<file path="src/sv/uerf_pkg.sv">
`timescale 1ns / 1ps
// ----------------------------------------------------------------------------
// uerf_pkg
// Types and constants shared by the echo range filter modules.
// ----------------------------------------------------------------------------
package uerf_pkg;

    localparam int ECHO_W  = 16;
    localparam int DIST_W  = 8;
    localparam int QUOT_W  = 11;
    localparam int RECIP_W = 15;
    localparam int PROD_W  = ECHO_W + RECIP_W;
    localparam int CFG_IDX_W = 8;

    // Division by 58 as multiplication by ceil(2^20 / 58); exact for 16-bit inputs.
    localparam logic [RECIP_W-1:0] CM_RECIP = RECIP_W'(18079);
    localparam int CM_SHIFT = 20;

    localparam logic [DIST_W-1:0] NEAR_RESET = DIST_W'(20);
    localparam logic [DIST_W-1:0] FAR_RESET  = DIST_W'(100);

    localparam logic [CFG_IDX_W-1:0] CFG_NEAR_THRESHOLD = CFG_IDX_W'(0);
    localparam logic [CFG_IDX_W-1:0] CFG_FAR_LIMIT      = CFG_IDX_W'(1);

    typedef enum logic [1:0] {
        POS_FIRST  = 2'd0,
        POS_SECOND = 2'd1,
        POS_THIRD  = 2'd2
    } sample_pos_t;

    typedef struct packed {
        logic [ECHO_W-1:0] a;
        logic [ECHO_W-1:0] b;
        logic [ECHO_W-1:0] c;
    } triple_t;

    typedef struct packed {
        logic [DIST_W-1:0] near_threshold;
        logic [DIST_W-1:0] far_limit;
    } cfg_t;

endpackage

</file>
<file path="src/sv/uerf_group.sv">
`timescale 1ns / 1ps
// ----------------------------------------------------------------------------
// uerf_group
// Collects echo samples into groups of three and registers each full group.
// ----------------------------------------------------------------------------
module uerf_group import uerf_pkg::*; (
    input  logic              aclk,
    input  logic              aresetn,
    input  logic              s_valid,
    output logic              s_ready,
    input  logic [ECHO_W-1:0] s_echo_time_us,
    output logic              grp_valid,
    input  logic              grp_ready,
    output triple_t           grp_data
);

    sample_pos_t       pos_reg, pos_next;
    logic [ECHO_W-1:0] first_reg, first_next;
    logic [ECHO_W-1:0] second_reg, second_next;
    logic              valid_reg, valid_next;
    triple_t           data_reg, data_next;
    logic              accept;

    assign s_ready = !valid_reg || grp_ready;
    assign accept  = s_valid && s_ready;

    always_comb begin
        pos_next    = pos_reg;
        first_next  = first_reg;
        second_next = second_reg;
        data_next   = data_reg;
        valid_next  = valid_reg && !grp_ready;
        if (accept) begin
            case (pos_reg)
                POS_FIRST: begin
                    first_next = s_echo_time_us;
                    pos_next   = POS_SECOND;
                end
                POS_SECOND: begin
                    second_next = s_echo_time_us;
                    pos_next    = POS_THIRD;
                end
                default: begin
                    data_next.a = first_reg;
                    data_next.b = second_reg;
                    data_next.c = s_echo_time_us;
                    valid_next  = 1'b1;
                    pos_next    = POS_FIRST;
                end
            endcase
        end
    end

    always_ff @(posedge aclk) begin
        if (!aresetn) begin
            pos_reg    <= POS_FIRST;
            first_reg  <= '0;
            second_reg <= '0;
            valid_reg  <= 1'b0;
        end else begin
            pos_reg    <= pos_next;
            first_reg  <= first_next;
            second_reg <= second_next;
            valid_reg  <= valid_next;
        end
        data_reg <= data_next;
    end

    assign grp_valid = valid_reg;
    assign grp_data  = data_reg;

endmodule

</file>
<file path="src/sv/uerf_select.sv">
`timescale 1ns / 1ps
// ----------------------------------------------------------------------------
// uerf_select
// Picks the representative sample of a group and registers it.
// ----------------------------------------------------------------------------
module uerf_select import uerf_pkg::*; (
    input  logic              aclk,
    input  logic              aresetn,
    input  logic              in_valid,
    output logic              in_ready,
    input  triple_t           in_data,
    output logic              sel_valid,
    input  logic              sel_ready,
    output logic [ECHO_W-1:0] sel_data
);

    logic              valid_reg, valid_next;
    logic [ECHO_W-1:0] sel_reg, sel_next;
    logic [ECHO_W-1:0] diff_ab, diff_ac, diff_bc;

    assign in_ready = !valid_reg || sel_ready;

    always_comb begin
        diff_ab = (in_data.a > in_data.b) ? in_data.a - in_data.b : in_data.b - in_data.a;
        diff_ac = (in_data.a > in_data.c) ? in_data.a - in_data.c : in_data.c - in_data.a;
        diff_bc = (in_data.b > in_data.c) ? in_data.b - in_data.c : in_data.c - in_data.b;
        sel_next   = sel_reg;
        valid_next = valid_reg && !sel_ready;
        if (in_valid && in_ready) begin
            sel_next   = (diff_ab < diff_bc || diff_ac < diff_bc) ? in_data.a : in_data.b;
            valid_next = 1'b1;
        end
    end

    always_ff @(posedge aclk) begin
        if (!aresetn) begin
            valid_reg <= 1'b0;
        end else begin
            valid_reg <= valid_next;
        end
        sel_reg <= sel_next;
    end

    assign sel_valid = valid_reg;
    assign sel_data  = sel_reg;

endmodule

</file>
<file path="src/sv/uerf_divide.sv">
`timescale 1ns / 1ps
// ----------------------------------------------------------------------------
// uerf_divide
// Converts the selected echo time to centimetres by a reciprocal multiply.
// ----------------------------------------------------------------------------
module uerf_divide import uerf_pkg::*; (
    input  logic              aclk,
    input  logic              aresetn,
    input  logic              in_valid,
    output logic              in_ready,
    input  logic [ECHO_W-1:0] in_data,
    output logic              quot_valid,
    input  logic              quot_ready,
    output logic [QUOT_W-1:0] quot_data
);

    logic              valid_reg, valid_next;
    logic [QUOT_W-1:0] quot_reg, quot_next;
    logic [PROD_W-1:0] product;

    assign in_ready = !valid_reg || quot_ready;
    assign product  = PROD_W'(in_data) * PROD_W'(CM_RECIP);

    always_comb begin
        quot_next  = quot_reg;
        valid_next = valid_reg && !quot_ready;
        if (in_valid && in_ready) begin
            quot_next  = product[CM_SHIFT +: QUOT_W];
            valid_next = 1'b1;
        end
    end

    always_ff @(posedge aclk) begin
        if (!aresetn) begin
            valid_reg <= 1'b0;
        end else begin
            valid_reg <= valid_next;
        end
        quot_reg <= quot_next;
    end

    assign quot_valid = valid_reg;
    assign quot_data  = quot_reg;

endmodule

</file>
<file path="src/sv/uerf_range.sv">
`timescale 1ns / 1ps
// ----------------------------------------------------------------------------
// uerf_range
// Range check, LED decision and repeat suppression, with the result register.
// ----------------------------------------------------------------------------
module uerf_range import uerf_pkg::*; (
    input  logic              aclk,
    input  logic              aresetn,
    input  cfg_t              cfg,
    input  logic              in_valid,
    output logic              in_ready,
    input  logic [QUOT_W-1:0] in_data,
    output logic              m_valid,
    input  logic              m_ready,
    output logic [DIST_W-1:0] m_distance_cm,
    output logic              m_led_on,
    output logic              m_publish
);

    logic              valid_reg, valid_next;
    logic              tx_en_reg, tx_en_next;
    logic [DIST_W-1:0] dist_reg, dist_next;
    logic              led_reg, led_next;
    logic              pub_reg, pub_next;
    logic              out_of_range;

    assign in_ready     = !valid_reg || m_ready;
    assign out_of_range = (in_data == '0) || (in_data > QUOT_W'(cfg.far_limit));

    always_comb begin
        dist_next  = dist_reg;
        led_next   = led_reg;
        pub_next   = pub_reg;
        tx_en_next = tx_en_reg;
        valid_next = valid_reg && !m_ready;
        if (in_valid && in_ready) begin
            valid_next = 1'b1;
            if (out_of_range) begin
                dist_next  = cfg.far_limit;
                led_next   = 1'b0;
                pub_next   = tx_en_reg;
                tx_en_next = 1'b0;
            end else begin
                dist_next  = in_data[DIST_W-1:0];
                led_next   = (in_data < QUOT_W'(cfg.near_threshold));
                pub_next   = 1'b1;
                tx_en_next = 1'b1;
            end
        end
    end

    always_ff @(posedge aclk) begin
        if (!aresetn) begin
            valid_reg <= 1'b0;
            tx_en_reg <= 1'b1;
        end else begin
            valid_reg <= valid_next;
            tx_en_reg <= tx_en_next;
        end
        dist_reg <= dist_next;
        led_reg  <= led_next;
        pub_reg  <= pub_next;
    end

    assign m_valid       = valid_reg;
    assign m_distance_cm = dist_reg;
    assign m_led_on      = led_reg;
    assign m_publish     = pub_reg;

endmodule

</file>
<file path="src/sv/ultrasonic_echo_range_filter.sv">
`timescale 1ns / 1ps
// ----------------------------------------------------------------------------
// ultrasonic_echo_range_filter
// Groups echo times in threes, selects one, converts it to centimetres and
// range checks it, giving one distance result per group.
//
//   Channel   Direction  Handshake              Payload
//   s_        in         s_valid / s_ready      s_echo_time_us[15:0]
//   m_        out        m_valid / m_ready      m_distance_cm[7:0], m_led_on,
//                                               m_publish
//   cfg_      in         cfg_valid / cfg_ready  cfg_index[7:0], cfg_data[7:0]
//
// One sample request is taken per cycle while s_ready is high; the pipeline
// is a group register, a selection stage, a multiply stage and the result
// register, through which each group's result passes in that order.
// Reset clears the group position, all stage valids and the suppression
// flag, and restores the register defaults. A stall on m_ready holds every
// filled stage in place and backs up to s_ready. Configuration is always ready.
// ----------------------------------------------------------------------------
module ultrasonic_echo_range_filter import uerf_pkg::*; (
    input  logic                 aclk,
    input  logic                 aresetn,
    input  logic                 s_valid,
    output logic                 s_ready,
    input  logic [ECHO_W-1:0]    s_echo_time_us,
    output logic                 m_valid,
    input  logic                 m_ready,
    output logic [DIST_W-1:0]    m_distance_cm,
    output logic                 m_led_on,
    output logic                 m_publish,
    input  logic                 cfg_valid,
    output logic                 cfg_ready,
    input  logic [CFG_IDX_W-1:0] cfg_index,
    input  logic [DIST_W-1:0]    cfg_data
);

    cfg_t              cfg_reg, cfg_next;
    logic              grp_valid, grp_ready;
    triple_t           grp_data;
    logic              sel_valid, sel_ready;
    logic [ECHO_W-1:0] sel_data;
    logic              quot_valid, quot_ready;
    logic [QUOT_W-1:0] quot_data;

    assign cfg_ready = 1'b1;

    always_comb begin
        cfg_next = cfg_reg;
        if (cfg_valid && cfg_ready) begin
            case (cfg_index)
                CFG_NEAR_THRESHOLD: cfg_next.near_threshold = cfg_data;
                CFG_FAR_LIMIT:      cfg_next.far_limit      = cfg_data;
                default:            cfg_next                = cfg_reg;
            endcase
        end
    end

    always_ff @(posedge aclk) begin
        if (!aresetn) begin
            cfg_reg.near_threshold <= NEAR_RESET;
            cfg_reg.far_limit      <= FAR_RESET;
        end else begin
            cfg_reg <= cfg_next;
        end
    end

    uerf_group u_group (
        .aclk           (aclk),
        .aresetn        (aresetn),
        .s_valid        (s_valid),
        .s_ready        (s_ready),
        .s_echo_time_us (s_echo_time_us),
        .grp_valid      (grp_valid),
        .grp_ready      (grp_ready),
        .grp_data       (grp_data)
    );

    uerf_select u_select (
        .aclk      (aclk),
        .aresetn   (aresetn),
        .in_valid  (grp_valid),
        .in_ready  (grp_ready),
        .in_data   (grp_data),
        .sel_valid (sel_valid),
        .sel_ready (sel_ready),
        .sel_data  (sel_data)
    );

    uerf_divide u_divide (
        .aclk       (aclk),
        .aresetn    (aresetn),
        .in_valid   (sel_valid),
        .in_ready   (sel_ready),
        .in_data    (sel_data),
        .quot_valid (quot_valid),
        .quot_ready (quot_ready),
        .quot_data  (quot_data)
    );

    uerf_range u_range (
        .aclk          (aclk),
        .aresetn       (aresetn),
        .cfg           (cfg_reg),
        .in_valid      (quot_valid),
        .in_ready      (quot_ready),
        .in_data       (quot_data),
        .m_valid       (m_valid),
        .m_ready       (m_ready),
        .m_distance_cm (m_distance_cm),
        .m_led_on      (m_led_on),
        .m_publish     (m_publish)
    );

endmodule

</file>
<file path="config.mk">
export PLATFORM = sky130hd
export DESIGN_NAME = ultrasonic_echo_range_filter
export DESIGN_NICKNAME = d
export VERILOG_FILES = /design/src/sv/uerf_pkg.sv /design/src/sv/uerf_group.sv /design/src/sv/uerf_select.sv /design/src/sv/uerf_divide.sv /design/src/sv/uerf_range.sv /design/src/sv/ultrasonic_echo_range_filter.sv
export SDC_FILE = /design/constraint.sdc
export NUM_CORES = 1
export LEC_CHECK = 0
export BUFFER_PORTS_ARGS = -buffer_cell sky130_fd_sc_hd__buf_4
export CAP_MARGIN = 20
export CORE_UTILIZATION = 55
export DETAILED_ROUTE_END_ITERATION = 6
export PLACE_DENSITY = 0.82
export SYNTH_ARGS = -nofsm -noshare
export SYNTH_HDL_FRONTEND = slang
export SYNTH_SLANG_ARGS = --single-unit
</file>
<file path="constraint.sdc">
create_clock -name aclk -period 6.2 [get_ports aclk]
set_input_delay 1.24 -clock aclk [delete_from_list [all_inputs] [get_ports aclk]]
set_output_delay 1.24 -clock aclk [all_outputs]
set_load 0.03 [all_outputs]
</file>
==> flow_metrics.tcl <==
set metrics [dict create \
    status "completed" \
    avgSynthCellArea_um2 9.58 \
    fin_crit_ns 5.89 \
    p_int_mw 1.83 \
    cts_root_buf "clkbuf_16" \
    globalplace.congestion 0.956 \
    cp_data_required_time_ns 6.38 \
    worst-slew-pin-transition_ns 0.891 \
    yosysTopAreaCell "ha_1" \
    crit_top_cell "fa_1" \
    max-cap-violations 0 \
    synth_flop_cell "edfxtp_1" \
    cts_sinks 140 \
    die_area_um2 27300 \
    skew_ns 0.0223 \
    synth_area_leaders "ha_1, edfxtp_1, fa_1" \
    start_util_pct 56.1 \
    first_global_vias 11253 \
    syn_nets 1912 \
    slowest_delay_ns 0.57 \
    grt_first_pass_wirelength_mm 56.3 \
    synth_most_common_cell "ha_1" \
    synthesis.area_um2 14600 \
    yosysWarnings 0 \
    vdd_drop_max_mv 0.183 \
    avgRoutedWirePerCell_um 18.2 \
    first_iter_violations 652 \
    dpl_cell_area_um2 15300 \
    switching_share_pct 32.0 \
    vias 11143 \
    synth_top_cells_by_count "ha_1, inv_1, nand2_1, a21oi_1, fa_1" \
    row_count 59 \
    p_leak_nw 7.69 \
    p_comb_share_pct 25.3 \
    ioPinCount 50 \
    synth_edf_count 85 \
    synth.top_cell.area_share_pct 22.1 \
    cts_resized 0 \
    powerDensity_nw_per_um2 170 \
    cts_tree "built" \
    antenna_found_initial 0 \
    largest_register_ff_count 48 \
    power.switching_uw 865 \
    nFillCells 2190 \
    finalPower_mw 2.70 \
    drc_errors 0 \
    drive_gt1_share_pct 7.24 \
    slowest_stage "edfxtp_1" \
    fin_tns_setup_ns 0 \
    firstDrtPassIters 5 \
    crit_path_end_kind "flop" \
    ys_seq_area_share_pct 25.0 \
    max_slew_margin_pct 40.4 \
    area_growth_pct 8.41 \
    cp_data_arrival_time_ns 6.07 \
    setup_viol 0 \
    synth_cell_type_count 72 \
    die_w_um 165 \
    die_y_um 165 \
    synth_cells 1528 \
    dpl.hpwl_mm 28.7 \
    globalRouteOverflowTotal 0 \
    ys_ff_latch 140 \
    cts_buffers 17 \
    cp_max_fo 7 \
    hold_slack_ns 0.419 \
    rsz0062_at_grt "false" \
    diodes 0 \
    slew_violations 0 \
    clockBufferDepth 2 \
    cts_hold_buf 0 \
    clkLatencyLatePin_ns 0.44 \
    drt-total-wl_mm 34.8 \
    fin_area_um2 15900 \
    postRouteAntennaNets 0 \
    seq_power_share_pct 38.2 \
    start_kind "flop" \
    vias_per_cell 5.83 \
    critPathTopFamily "adder cells" \
    grtUsageTotal_pct 26.7 \
    path_cells "fa_1 > inv_1 > fa_1 > inv_1 > fa_1 > fa_1 > fa_1 > inv_1 > fa_1 > inv_1 > ha_1 > a21oi_1 > o21ai_0 > a2111oi_0 > o22ai_1 > o2111ai_1 > nand2_1 > xor2_1" \
    core_um2 26100 \
    port_buffers 48 \
    timing.fmax_mhz 170 \
    async_flop_share_pct 0 \
    final_nets 1946 \
    cts_setup_buffers 0 \
    fin_crit_sh_pct 95.0 \
    clk_pin_slew_worst_paths_ns 0.07 \
    finalHoldViolCount 0 \
    htree_levels 4 \
    hp-class "flop to flop" \
    grt_max_degree 56 \
    p_clk_share_pct 36.5 \
    crit_type "flop to flop" \
    path_buf_inv 4 \
]
cell families after synthesis:
| group | share of synthesized area, % |
|---|---|
| adders and majority gates | 34.2 |
| AOI/OAI and AO/OA | 15.7 |
| and+or+nand+nor | 9.60 |
| buffers and inverters | 7.42 |
| DFF | 25.0 |
| muxes | 4.61 |
| xor gates and xnor gates | 3.47 |
| other | 0.0256 |
through the flow:
stage	setup WS, ns	util [%]	cells
after floorplan	0.697	-	1528
after global placement	0.438	58.7	1877
after detailed placement	0.328	58.7	1877
after CTS	0.290	60.8	1909
after global routing	0.00953	60.9	1910
final	0.308	60.9	1910
placed cells by master (no fill, tap or decap), types with 15 or more instances in the layout:
master / instances
xnor2_1: 29
nand4_1: 23
ha_1: 258
a211oi_1: 15
nor2b_1: 24
a21oi_1: 97
a21o_1: 44
xor2_1: 29
o21a_1: 16
nand2_1: 123
clkbuf_16: 17
inv_1: 232
o21ai_0: 55
a21boi_0: 39
edfxtp_1: 85
mux2i_1: 55
dfxtp_1: 55
fa_1: 89
buf_4: 62
nor2_1: 42
area by class of cell:
class | instances | area, um^2 | share of cell area, %
multi-input combinational | 1108 | 9900 | 62.4
clock inverter | 14 | 125 | 0.789
sequential | 140 | 3650 | 23.0
timing repair buffer | 62 | 465 | 2.93
tap | 335 | 419 | 2.64
inverter | 233 | 875 | 5.51
clock buffer | 18 | 429 | 2.71
final timing paths:
check | from | end | slack (ns) | cells after the start
min | u_group.first_reg[10] | u_group.grp_data[42] | 0.42 | 0
max reg2reg | u_select.sel_data[13] | u_divide.quot_data[9] | 0.31 | 18
min reg2reg | u_group.first_reg[10] | u_group.grp_data[42] | 0.42 | 0
max | u_select.sel_data[13] | u_divide.quot_data[9] | 0.31 | 18
routing by layer:
metal  wire [um]  GRT usage (%)  vias to the layer above  part of all wire (%)
li1            -              -                     5381                     -
met1       15400           34.0                     5355                    44
met2       16800           46.2                      338                    48
met3        1530           3.55                       69                   4.4
met4         997           9.55                        0                   2.9
met5           0              0                        -                     0
power groups by stage:
stage	registers (mW)	logic, mW	clock network (mW)
CTS	1.03	0.680	1.00
finish	1.03	0.683	0.986
floorplan	1.04	0.504	0
global route	1.03	0.770	1.04
detailed placement	1.05	0.675	0
global placement	1.05	0.648	0
(Power assumes the default switching activity.)
